**config.mk**
```make
export PLATFORM = sky130hd
export DESIGN_NAME = tint_div
export DESIGN_NICKNAME = d
export VERILOG_FILES = /design/src/rtl/core/tint_div.sv
export SDC_FILE = /design/constraint.sdc
export NUM_CORES = 1
export LEC_CHECK = 0
export ABC_AREA = 1
export BUFFER_PORTS_ARGS = -buffer_cell sky130_fd_sc_hd__buf_2
export CORE_MARGIN = 3
export CORE_UTILIZATION = 35
export DETAILED_ROUTE_END_ITERATION = 6
export GPL_ROUTABILITY_DRIVEN = 0
export SETUP_SLACK_MARGIN = 0.02
export SYNTH_ARGS = -nofsm -noshare
export SYNTH_HDL_FRONTEND = slang
export SYNTH_SLANG_ARGS = --single-unit
```
**constraint.sdc**
```tcl
create_clock -name clk -period 4.79 [get_ports clk]
set_input_delay 0.2395 -clock clk [delete_from_list [all_inputs] [get_ports clk]]
set_output_delay 0.2395 -clock clk [all_outputs]
set_load 0.05 [all_outputs]
```
**src/rtl/core/tint_div.sv**
```systemverilog
module tint_div (
  input  logic        clk,
  input  logic        rst,
  input  logic        start,
  input  logic [47:0] dividend,
  input  logic [31:0] divisor,
  output logic        done,
  output logic [16:0] quotient
);

  logic [47:0] rem;
  logic [47:0] quo;
  logic [31:0] dvs;
  logic [5:0]  cnt;
  logic        busy;
  logic [48:0] trial;

  assign trial = {rem[47:0], quo[47]} - {17'd0, dvs};

  always_ff @(posedge clk) begin
    if (rst) begin
      busy <= 1'b0;
      done <= 1'b0;
      cnt  <= '0;
    end else begin
      done <= 1'b0;
      if (start) begin
        busy <= 1'b1;
        cnt  <= 6'd0;
      end else if (busy) begin
        cnt <= cnt + 6'd1;
        if (cnt == 6'd47) begin
          busy <= 1'b0;
          done <= 1'b1;
        end
      end
    end
  end

  always_ff @(posedge clk) begin
    if (start) begin
      rem <= '0;
      quo <= dividend;
      dvs <= divisor;
    end else if (busy) begin
      if (!trial[48]) begin
        rem <= trial[47:0];
        quo <= {quo[46:0], 1'b1};
      end else begin
        rem <= {rem[46:0], quo[47]};
        quo <= {quo[46:0], 1'b0};
      end
    end
  end

  assign quotient = (quo[47:17] != '0) ? 17'h10000 : quo[16:0];

endmodule

```
==> Word level (Yosys, flattened, before mapping) <==
Index checks and enable logic that the tools add are counted.
{ "word_totals": {"elab_cells": 23, "in_bits": 83, "register_bits": 136} }
{ "op_classes": {"add_sub_neg": 2, "n_mux": 9, "reduce_logical": 4, "bitwise": 1, "n_eq_ne": 1} }
{ "op_table": {"columns": ["cell", "n"], "rows": [
  ["48-bit two-way mux", 3],
  ["49-bit by 32-bit subtractor with 49-bit output", 1],
  ["31-bit nonzero test", 1],
  ["17-bit two-way mux", 1],
  ["6-bit by 1-bit adder with 6-bit output, second input constant", 1],
  ["6-bit == test, second input constant", 1],
  ["1-bit two-way mux", 5],
  ["3-bit OR reduction", 1],
  ["2-bit nonzero test", 1],
  ["2-bit OR reduction", 1],
  ["1-bit NOT", 1]
]} }

==> Logic depth before layout (Yosys ltp) <==
Gate-level depths: netlist of the first run.
{ "logic_depth": {"word_depth": 4, "ltp_mapped": 19, "depth_no_buf": 18} }

==> Worst setup path after synthesis of the first run <==
OpenSTA, ideal clock, no wires.
{ "synth_path": {"path_type": "register -> register", "from": "register busy", "to": "register quo[0] (enable)", "setup_time_ns": 0.432, "path_stages_with_launch": 5, "t_required_ns": 4.358, "path_slack_ns": 2.025, "arrival_time_ns": 2.333, "synth_period_minus_slack_ns": 2.765, "n_path_buf": 2, "path_cell_list": "dfxtp_1 clkbuf_1 nor2_1 inv_1 clkbuf_1"} }
{ "synth_via": {"elab_chain_cells": 1} }
{ "synth_rtl": {"columns": ["item", "line_no", "source"], "rows": [
  ["from (decl)", "15", "logic busy;"],
  ["from (signal assigned)", "22", "busy <= 1'b0;"],
  ["from (signal assigned)", "28", "busy <= 1'b1;"],
  ["from (signal assigned)", "33", "busy <= 1'b0;"],
  ["2-bit nonzero test (no line)", null, null],
  ["to (signal assigned)", "43", "quo <= dividend;"],
  ["to (signal assigned)", "48", "quo <= {quo[46:0], 1'b1};"],
  ["to (signal assigned)", "51", "quo <= {quo[46:0], 1'b0};"],
  ["to (decl)", "12", "logic [47:0] quo;"]
]} }
No other way between the ends.
A chain may end at the register's enable or synchronous reset.

==> Worst setup path after layout of the first run <==
{ "layout_path": {"from": "register quo[47]", "to": "register rem[8]"} }
{ "layout_via": {"elab_chain_cells": 2} }
{ "layout_rtl": {"columns": ["item", "line_no", "source"], "rows": [
  ["49-bit by 32-bit subtractor with 49-bit output", "18", "assign trial = {rem[47:0], quo[47]} - {17'd0, dvs};"],
  ["48-bit two-way mux", "46", "if (!trial[48]) begin"],
  ["to (signal assigned)", "47", "rem <= trial[47:0];"],
  ["to (signal assigned)", "50", "rem <= {rem[46:0], quo[47]};"],
  ["to (decl)", "11", "logic [47:0] rem;"]
]} }
No other way between the ends.

==> results of run 1 <==
[layout make-up]
cell class,count,area (um^2),area share
Clock buffer,17,425.4,0.03890
Tap cell,330,412.9,0.03776
Timing Repair Buffer,136,853.3,0.07803
Inverter,267,1002,0.09165
Multi-Input combinational cell,950,4519,0.4133
Clock inverter,15,198.9,0.01819
Sequential cell,136,3523,0.3222
[how the worst max path moves through the flow]
stage,startpoint,to,slack [ns],cells past startpoint
6_report,quo[47],rem[8],1.87,15
5_1_grt,quo[47],rem[5],1.61,15
4_1_cts,quo[20],quotient[3],1.79,6
3_5_place_dp,quo[47],rem[8],1.87,15
3_3_place_gp,quo[47],quo[0],1.99,13
2_1_floorplan,busy,quo[0],2.03,4
[sequential cells by signal, indices dropped and copies added (netlist names)]
register  cells
busy          1
rem          48
quo          48
dvs          32
done          1
cnt           6
[kinds of logic after synthesis]
group           Yosys count  synth area share
compound gates           97           0.05305
xor+xnor                 24           0.02279
fa+ha+maj                34           0.04694
buf+inv                 298            0.1287
flops                   136            0.3820
simple gates            795            0.3664
[metal layers]
layer,global-route usage,share of wire,up-vias
li1,-,-,4529
met1,0.2385,0.47,3882
met2,0.2892,0.44,243
met3,0.03592,0.060,36
met4,0.06261,0.026,0
met5,0,0,-
[Yosys cell counts (all sizes together), types with 7 or more instances]
library cell  count  area, um^2
a21oi            28       140.1
nand2           536        2059
inv             266       998.5
clkbuf           19       71.32
xnor2            23       201.4
nor3             19       100.1
nand3           110       620.6
buf              12       113.9
ha               33       412.9
nand4             8       50.05
dfxtp            56        1121
o21ai            67       335.3
edfxtp           80        2402
nor2            111       464.2
nor4              7       43.79
[metrics by stage]
| step | instances | total power, uW | worst slack [ns] |
|---|---|---|---|
| after floorplan | 1384 | 4927 | 2.025 |
| after global routing | 1851 | 7841 | 1.613 |
| after detailed placement | 1787 | 5706 | 1.873 |
| final | 1851 | 7161 | 1.867 |
| after CTS | 1851 | 7185 | 1.793 |
| after global placement | 1787 | 5649 | 1.991 |
[power groups by stage]
stage | clock, uW | sequential (uW) | combinational [uW]
after floorplan | 0 | 1670 | 3260
after global placement | 0 | 1720 | 3930
after detailed placement | 0 | 1730 | 3980
after CTS | 1460 | 1700 | 4030
after global routing | 1500 | 1740 | 4600
final | 1430 | 1710 | 4030
[worst max-delay path, stage by stage (launching register included)]
cell and delay (ns):
edfxtp_1 0.35, inv_1 0.06, ha_1 0.22, fa_1 0.44, nor2_1 0.16, o21ai_1 0.09, nand2_2 0.11, nand2_1 0.07
nand2_2 0.13, nand2_2 0.12, nand2_4 0.10, nand2_2 0.17, nand2_4 0.43, nand2_1 0.12, nand3_1 0.09, o21ai_0 0.09
==> reports/qor.csv, run 1 <==
stage,metric,value,unit
finish,"Area growth, synth to finish",18.57,%
power,internal cell power,3615,uW
synthesis,ys flop type,edfxtp_1,
grt,"Remaining Overflow, GRT",0,
clock_tree,Clock Latency Late Sink,0.44,ns
die,IO Pins,101,
grt,largest net degree at the start of global routing,110,
power,Combinational Power Share,0.562,
sta,crit share post-route,0.6102,
clock_tree,post-CTS resize count,0,
sta,WHS,0.06767,ns
die,core area,0.02554,mm^2
placed_design,Post-DP Area,0.009991,mm^2
clock_tree,htree depth,4,
route,post-route ant nets,0,
sta,Max transition margin,0.2128,
power,worst vdd ir,0.3253,mV
finish,"commonest non-fill, non-tap cell in the layout",nand2_1,
grt,gr usage total,0.1788,
synthesis,Mapped Cells,1384,
die,die width,168.3,um
die,DIE HEIGHT,168.3,um
sta,Achievable Freq,342.1,MHz
power,Sequential Power Share,0.238,
finish,# nets final,1625,
sta,unrepaired setup endpoints after global routing,no,
route,drt first pass iters,5,
worst_hold_path,hold worst-path end,quo[37],
route,initial drt markers,513,
critical_path,Reg2Reg Depth,15,
finish,most frequent cells in the layout,"nand2_1, inv_1, nor2_1, buf_2, nand3_1",
synthesis,"Distinct cells, synth",37,
sta,measured slew at the worst slew-check pin,1.178,ns
synthesis,syn_area_per_cell,6.664,um^2
synthesis,async set-or-reset flop fraction in the synthesized netlist,0,
critical_path,WS Path Type,reg -> reg,
outcome,outcome,"complete, no violations",
worst_hold_path,Hold WC Path Type,in -> reg,
finish,"Design Area, Final",0.01094,mm^2
power,Psw,3546,uW
clock_tree,postcts setup bufs,0,
critical_path,RR Startpoint,quo[47],
route,Via density,4.695,
route,DR vias,8690,
run,Max Cap Viol,0,
sta,Final Hold Viols,0,
critical_path,worst path required time,5.07,ns
critical_path,Crit Path Max Fanout,37,
placed_design,DP HPWL,18540,um
synthesis,synth warn,0,
die,Initial Util,0.3610,
synthesis,Mapped Nets,1501,
synthesis,"EDFF count, synth",80,
placed_design,PortBufs,100,
grt,initial antenna violation count,0,
clock_tree,total CTS buffers,17,
power,Power Density,654.9,mW/mm^2
synthesis,post-synthesis sequential area ratio,0.3820,
finish,Util after Layout,0.4281,
route,DRC,0,
sta,Post-Route Setup TNS,0,ns
clock_tree,Max clock buf depth,2,
finish,layout cell share with drive strength beyond 1,0.1229,
critical_path,startpoint types,flop,
worst_hold_path,hold path cells,3,
die,DIE AREA,0.02833,mm^2
clock_tree,CTS tree,done,
synthesis,Netlist Area Pre-Place,0.009223,mm^2
grt,number of global-route vias before repair,8461,
sta,"Slew Viols, Final",0,
route,final WL,24760,um
finish,Antenna Cells,0,
clock_tree,CTS root buf,clkbuf_16,
finish,fill count,2709,
grt,first-pass GRT wire length,41230,um
synthesis,"flops & latches, synth",136,
clock_tree,"CTS clk-pin slew, worst paths",0.08,ns
sta,clk_skew,0.01580,ns
critical_path,FF-to-FF setup slack,1.87,ns
critical_path,crit end category,flop,
clock_tree,clk sinks,136,
critical_path,Worst EP arrival,3.21,ns
sta,final setup fails,0,
power,Lkg Pwr,0.005547,uW
critical_path,RR Endpoint,rem[8],
power,Net Sw Frac,0.4952,
route,Avg WL per Cell,13.38,um
clock_tree,Hold Buf Count CTS,32,
worst_hold_path,min-delay src,dividend[37],
sta,Tmin final,2.923,ns
power,clock power share,0.199,
die,row count,58,
Note: power is estimated with default switching activity, not from simulation.
==> run 2: changes to the inputs <==
Clock period 4.79 ns to 2.95 ns, I/O delays scaled along.
==> reports/qor.csv, run 2 (synthesis results as in run 1) <==
stage,metric,value,unit,change
clock_tree,CTS root buf,clkbuf_16,,
grt,met1 Use GR,0.2522,,+0.01369
power,clock power share,0.188,,-0.011
clock_tree,Hold Buf Count CTS,68,,+110%
clock_tree,post-CTS resize count,0,,unchanged
sta,Tmin final,2.709,ns,
grt,initial antenna violation count,0,,unchanged
finish,most frequent cells in the layout,"nand2_1, inv_1, nor2_1, buf_2, nand3_1",,
route,final WL,25190,um,+1.7%
finish,# nets final,1666,,+2.5%
sta,measured slew at the worst slew-check pin,0.6905,ns,-0.4875 ns
clock_tree,total CTS buffers,17,,unchanged
grt,"Remaining Overflow, GRT",0,,unchanged
clock_tree,htree depth,4,,unchanged
critical_path,crit end category,output pin,,
sta,clk_skew,0.01451,ns,-0.001281 ns
worst_hold_path,Hold WC Path Type,in -> reg,,
route,drt first pass iters,5,,unchanged
grt,gr usage total,0.1833,,+0.004502
route,initial drt markers,542,,+5.7%
run,Max Cap Viol,0,,unchanged
die,DIE HEIGHT,168.3,um,unchanged
finish,largest registers,"quo x48, rem x48, dvs x32",,
die,die width,168.3,um,unchanged
power,Net Sw Frac,0.4904,,-0.004723
sta,crit share post-route,0.9184,,
power,internal cell power,5988,uW,+66%
finish,Register Area,0.003523,mm^2,unchanged
grt,met3 Usage GRT,0.03358,,-0.002348
sta,Final Hold Viols,0,,unchanged
finish,"Design Area, Final",0.01136,mm^2,+3.9%
power,Psw,5763,uW,+63%
die,core area,0.02554,mm^2,unchanged
power,Power Density,1034,mW/mm^2,+58%
grt,largest net degree at the start of global routing,74,,-33%
power,worst vdd ir,0.7506,mV,+130%
clock_tree,CTS tree,done,,
sta,unrepaired setup endpoints after global routing,no,,
route,DR vias,8952,,+3.0%
grt,met2 Use GR,0.2991,,+0.009823
critical_path,startpoint types,flop,,
finish,"commonest non-fill, non-tap cell in the layout",nand2_1,,
critical_path,WS Path Type,reg -> out,,
clock_tree,postcts setup bufs,0,,unchanged
power,Sequential Power Share,0.235,,-0.003
critical_path,worst path required time,2.80,ns,-2.27 ns
route,Avg WL per Cell,13.32,um,-0.46%
route,Via density,4.732,,+0.78%
finish,layout cell share with drive strength beyond 1,0.1229,,about the same
finish,Antenna Cells,0,,unchanged
finish,Multi-input gate area,0.004519,mm^2,unchanged
grt,number of global-route vias before repair,8764,,+3.6%
clock_tree,clk sinks,136,,unchanged
sta,Post-Route Setup TNS,0,ns,unchanged
critical_path,Crit Path Max Fanout,16,,-57%
sta,"Slew Viols, Final",0,,unchanged
worst_hold_path,hold path cells,3,,unchanged
sta,Achievable Freq,369.1,MHz,
grt,first-pass GRT wire length,42490,um,+3.1%
clock_tree,Max clock buf depth,2,,unchanged
placed_design,PortBufs,100,,unchanged
clock_tree,Clock Latency Late Sink,0.43,ns,about the same
die,Initial Util,0.3610,,unchanged
finish,fill count,2647,,-2.3%
outcome,outcome,"complete, no violations",,
die,DIE AREA,0.02833,mm^2,unchanged
route,post-route ant nets,0,,unchanged
grt,GRT busiest layer,met2,,
placed_design,Post-DP Area,0.01008,mm^2,+0.88%
critical_path,Worst EP arrival,2.56,ns,-0.65 ns
clock_tree,"CTS clk-pin slew, worst paths",0.07,ns,about the same
finish,"Area growth, synth to finish",23.19,%,
sta,Max transition margin,0.5392,,+0.3264
route,DRC,0,,unchanged
placed_design,DP HPWL,18850,um,+1.7%
die,row count,58,,unchanged
sta,final setup fails,0,,unchanged
power,Combinational Power Share,0.576,,+0.014
critical_path,Reg2Reg Depth,16,,+1
die,IO Pins,101,,unchanged
power,Lkg Pwr,0.005726,uW,+3.2%
-- run 2: area by class of cell --
| type | count | share of cell area |
|---|---|---|
| Timing Repair Buffer | 177 | 0.1145 |
| Clock inverter | 15 | 0.01553 |
| Clock buffer | 17 | 0.03744 |
| Tap cell | 330 | 0.03634 |
| Inverter | 267 | 0.08822 |
| Sequential cell | 136 | 0.3101 |
| Multi-Input combinational cell | 950 | 0.3978 |
-- run 2: metal layers --
layer / routed length, um / vias up / share of wire
li1: - / 4608 / -
met1: 11920 / 4023 / 0.47
met2: 11240 / 287 / 0.45
met3: 1589 / 34 / 0.063
met4: 439 / 0 / 0.017
met5: 0 / - / 0
-- run 2: stage by stage --
stage               cells    util  total power, uW  hold slack [ns]  setup slack, ns
finish               1892  0.4447            11750          0.01741           0.2406
global route         1892  0.4447            12840          0.01291          0.03505
CTS                  1892  0.4447            11780         0.001935           0.1368
detailed placement   1792  0.3945             9444           0.3257           0.3245
global placement     1792  0.3945             9365           0.3253           0.3858
floorplan            1384       -             8001           0.2464           0.1853
-- run 2: final timing paths --
kind / startpoint / end / slack (ns)
min reg2reg: rem[27] / rem[27] / 0.48
min: dividend[20] / quo[20] / 0.02
max reg2reg: quo[47] / rem[7] / 0.30
max: quo[20] / quotient[3] / 0.24
-- run 2: power groups by stage --
| stage | clock network (uW) | logic [uW] | registers, uW |
|---|---|---|---|
| 6_report | 2210 | 6770 | 2760 |
| 5_1_grt | 2340 | 7680 | 2820 |
| 4_1_cts | 2270 | 6750 | 2760 |
| 3_5_place_dp | 0 | 6640 | 2800 |
| 3_3_place_gp | 0 | 6570 | 2790 |
| 2_1_floorplan | 0 | 5290 | 2710 |
-- run 2: critical path, stage by stage (launching register included) --
cell and delay [ns]:
edfxtp_1 0.47, nor4_1 0.57, nand4_1 0.17, nor2_1 0.21
inv_1 0.25, nor2_1 0.17, buf_2 0.29
==> run 3: changes to the inputs <==
Settings changed: ABC_AREA 1 to default, RECOVER_POWER from default to 25.
==> reports/qor.csv, run 3 <==
stage,metric,value,unit,change
grt,"Remaining Overflow, GRT",0,,unchanged
clock_tree,clk sinks,136,,unchanged
critical_path,crit end category,flop,,
route,DRC,0,,unchanged
synthesis,Mapped Cells,773,,-44%
grt,gr usage total,0.1589,,-0.02437
sta,Tmin final,3.100,ns,+0.3909 ns
sta,crit share post-route,1.051,,+0.1325
critical_path,Critical path origin,rem[41],,
placed_design,placed insts,1205,,-33%
clock_tree,total CTS buffers,17,,unchanged
clock_tree,"CTS clk-pin slew, worst paths",0.07,ns,about the same
clock_tree,htree depth,4,,unchanged
placed_design,PortBufs,100,,unchanged
critical_path,Worst path depth,10,,+4
critical_path,crit path cell chain,or3_4 > or2_1 > or3_4 > or3_4 > or4_4 > buf_6 > and3b_2 > nand3_4 > o21ai_2 > a311oi_1,,
grt,largest net degree at the start of global routing,129,,+74%
critical_path,WS Path Type,reg -> reg,,
grt,number of global-route vias before repair,6341,,-28%
critical_path,Critical-path top delay cell,or4_4,,
finish,# nets final,1120,,-33%
sta,"Slew Viols, Final",0,,unchanged
die,die width,155.2,um,-7.8%
sta,WHS,0.02184,ns,+0.004429 ns
sta,measured slew at the worst slew-check pin,1.011,ns,+0.3210 ns
synthesis,"EDFF count, synth",80,,unchanged
critical_path,startpoint types,flop,,
placed_design,DP HPWL,13320,um,-29%
sta,final setup fails,40,,+40
route,Avg WL per Cell,14.96,um,+12%
critical_path,Reg2Reg Depth,10,,-6
synthesis,"Distinct cells, synth",65,,+76%
clock_tree,CTS tree,done,,
critical_path,CP top delay family,simple AND/OR/NAND/NOR gates,,
critical_path,RR Endpoint,rem[41],,
sta,post-route setup slack,-0.1503,ns,-0.3909 ns
power,Lkg Pwr,0.004505,uW,-21%
clock_tree,CTS root buf,clkbuf_16,,
finish,Register Area,0.003527,mm^2,+0.11%
finish,layout cell share with drive strength beyond 1,0.3317,,+0.2088
synthesis,Netlist Area Pre-Place,0.007792,mm^2,-16%
synthesis,"flops & latches, synth",136,,unchanged
sta,Final Hold Viols,0,,unchanged
synthesis,ys flop type,edfxtp_1,,
synthesis,most common cell in the netlist,edfxtp_1,,
worst_hold_path,Hold WC Path Type,in -> reg,,
finish,"commonest non-fill, non-tap cell in the layout",buf_2,,
finish,fill count,1973,,-25%
die,DIE HEIGHT,155.2,um,-7.8%
critical_path,RR Startpoint,rem[41],,
critical_path,worst path required time,3.28,ns,+0.48 ns
finish,Util after Layout,0.4933,,+0.04850
finish,"Area growth, synth to finish",35.58,%,
synthesis,async set-or-reset flop fraction in the synthesized netlist,0,,unchanged
synthesis,largest area contributor in the netlist,edfxtp_1,,
clock_tree,Max clock buf depth,2,,unchanged
route,post-route ant nets,0,,unchanged
run,Max Cap Viol,0,,unchanged
placed_design,dpl ws,-0.2168,ns,-0.5413 ns
critical_path,FF-to-FF setup slack,-0.15,ns,-0.45 ns
sta,clk_skew,0.01314,ns,-0.001377 ns
route,initial drt markers,437,,-19%
route,final WL,19330,um,-23%
critical_path,CP peak stage delay,0.57,ns,about the same
finish,largest registers,"quo x48, rem x48, dvs x32",,
die,Initial Util,0.3638,,+0.002766
critical_path,Setup crit end,rem[41],,
critical_path,Crit Path Max Fanout,4,,-12
outcome,outcome,"complete, but fails checks",,
critical_path,Worst EP arrival,3.43,ns,+0.87 ns
clock_tree,Clock Latency Late Sink,0.43,ns,about the same
sta,Post-Route Setup TNS,-3.572,ns,-3.572 ns
sta,Max transition margin,0.3247,,-0.2144
grt,initial antenna violation count,1,,+1
synthesis,Mapped Nets,890,,-41%
finish,Multi-input gate area,0.004167,mm^2,-7.8%
die,row count,53,,-8.6%
synthesis,syn_area_per_cell,10.08,um^2,+51%
die,DIE AREA,0.02409,mm^2,-15%
route,Via density,5.039,,+6.5%
sta,Achievable Freq,322.6,MHz,-13%
power,Power Density,606.4,mW/mm^2,-41%
finish,non-filler instance count after layout,1292,,-32%
synthesis,Synth top area share,0.3083,,+0.04780
die,IO Pins,101,,unchanged
synthesis,post-synthesis sequential area ratio,0.4522,,+0.07011
critical_path,Buf/Inv on CP,1,,-1
die,core area,0.02142,mm^2,-16%
outcome,failing checks,negative setup slack,,
route,drt first pass iters,5,,unchanged
synthesis,Commonest cells post-synth,"edfxtp_1, nor2_1, dfxtp_1",,
sta,unrepaired setup endpoints after global routing,yes,,
synthesis,Area contributors post-synth,"edfxtp_1, dfxtp_1, mux2_2",,
route,DR vias,6511,,-27%
critical_path,crit-path most repeated cell,or3_4,,
synthesis,synth warn,0,,unchanged
finish,most frequent cells in the layout,"buf_2, buf_4, edfxtp_1",,
grt,first-pass GRT wire length,31260,um,-26%
power,worst vdd ir,0.3284,mV,-56%
## run 3: layout make-up
cell class,count,area share
Timing Repair Buffer,246,0.1691
Sequential cell,136,0.3338
Multi-Input combinational cell,560,0.3944
Tap cell,275,0.03257
Antenna cell,1,0.0002369
Clock inverter,15,0.01469
Inverter,42,0.01492
Clock buffer,17,0.04027
## run 3: what timing repair did
action / CTS / global route
endpoints found under the hold margin: 45 / 0
pin swaps: 17 / 32
setup buffers: 7 / 3
resized for setup: 20 / 37
setup endpoints to repair: 38 / 49
hold buffers: 45 / 0
## run 3: how the worst min path moves through the flow
| stage | startpoint | end | slack [ns] | cells after the start |
|---|---|---|---|---|
| 6_report | dividend[8] | quo[8] | 0.02 | 2 |
| 5_1_grt | dividend[8] | quo[8] | 0.009 | 2 |
| 4_1_cts | dividend[42] | quo[42] | 0.0002 | 2 |
| 3_5_place_dp | rst | busy | 0.32 | 2 |
| 3_3_place_gp | divisor[14] | dvs[14] | 0.32 | 1 |
| 2_1_floorplan | rst | busy | 0.22 | 1 |
## run 3: worst register-to-register path: stages, from the launching register on
cell      delay [ns]
dfxtp_1         0.32
or3_4           0.38
or2_1           0.23
or3_4           0.33
or3_4           0.41
or4_4           0.57
buf_6           0.14
and3b_2         0.21
nand3_4         0.10
o21ai_2         0.06
a311oi_1        0.26
## run 3: cells by family (layout without fill, tap and decap cells)
group,count (synthesis),in the layout,share of synthesized area
AO/OA/AOI/OAI,168,168,0.1440
XOR/XNOR,43,43,0.04833
adder cells (fa/ha/maj),34,34,0.05556
buffers and inverters,77,320,0.04158
flip-flops,136,136,0.4522
multiplexers,71,71,0.09875
other,0,1,0
AND/OR/NAND/NOR,244,244,0.1596
## run 3: report_power, final
group          total [uW]  switching, uW  internal (uW)
clock                2130            937           1200
combinational        1940            957            984
sequential           2330            113           2220
total                6410           2010           4400
## run 3: per-stage QoR
| step | power (uW) | area (um^2) |
|---|---|---|
| after floorplan | 3479 | 7824 |
| after global placement | 4072 | 9226 |
| after detailed placement | 4083 | 9226 |
| after CTS | 6361 | 10400 |
| after global routing | 6770 | 10570 |
| final | 6407 | 10570 |
## run 3: per-layer routing
metal	global-route usage	vias to the layer above	part of all wire	wire (um)
met1	0.2305	3081	0.50	9631
met2	0.2413	101	0.46	8906
li1	-	3311	-	-
met4	0.05461	0	0.014	272
met3	0.02559	18	0.027	520
met5	0	-	0	0
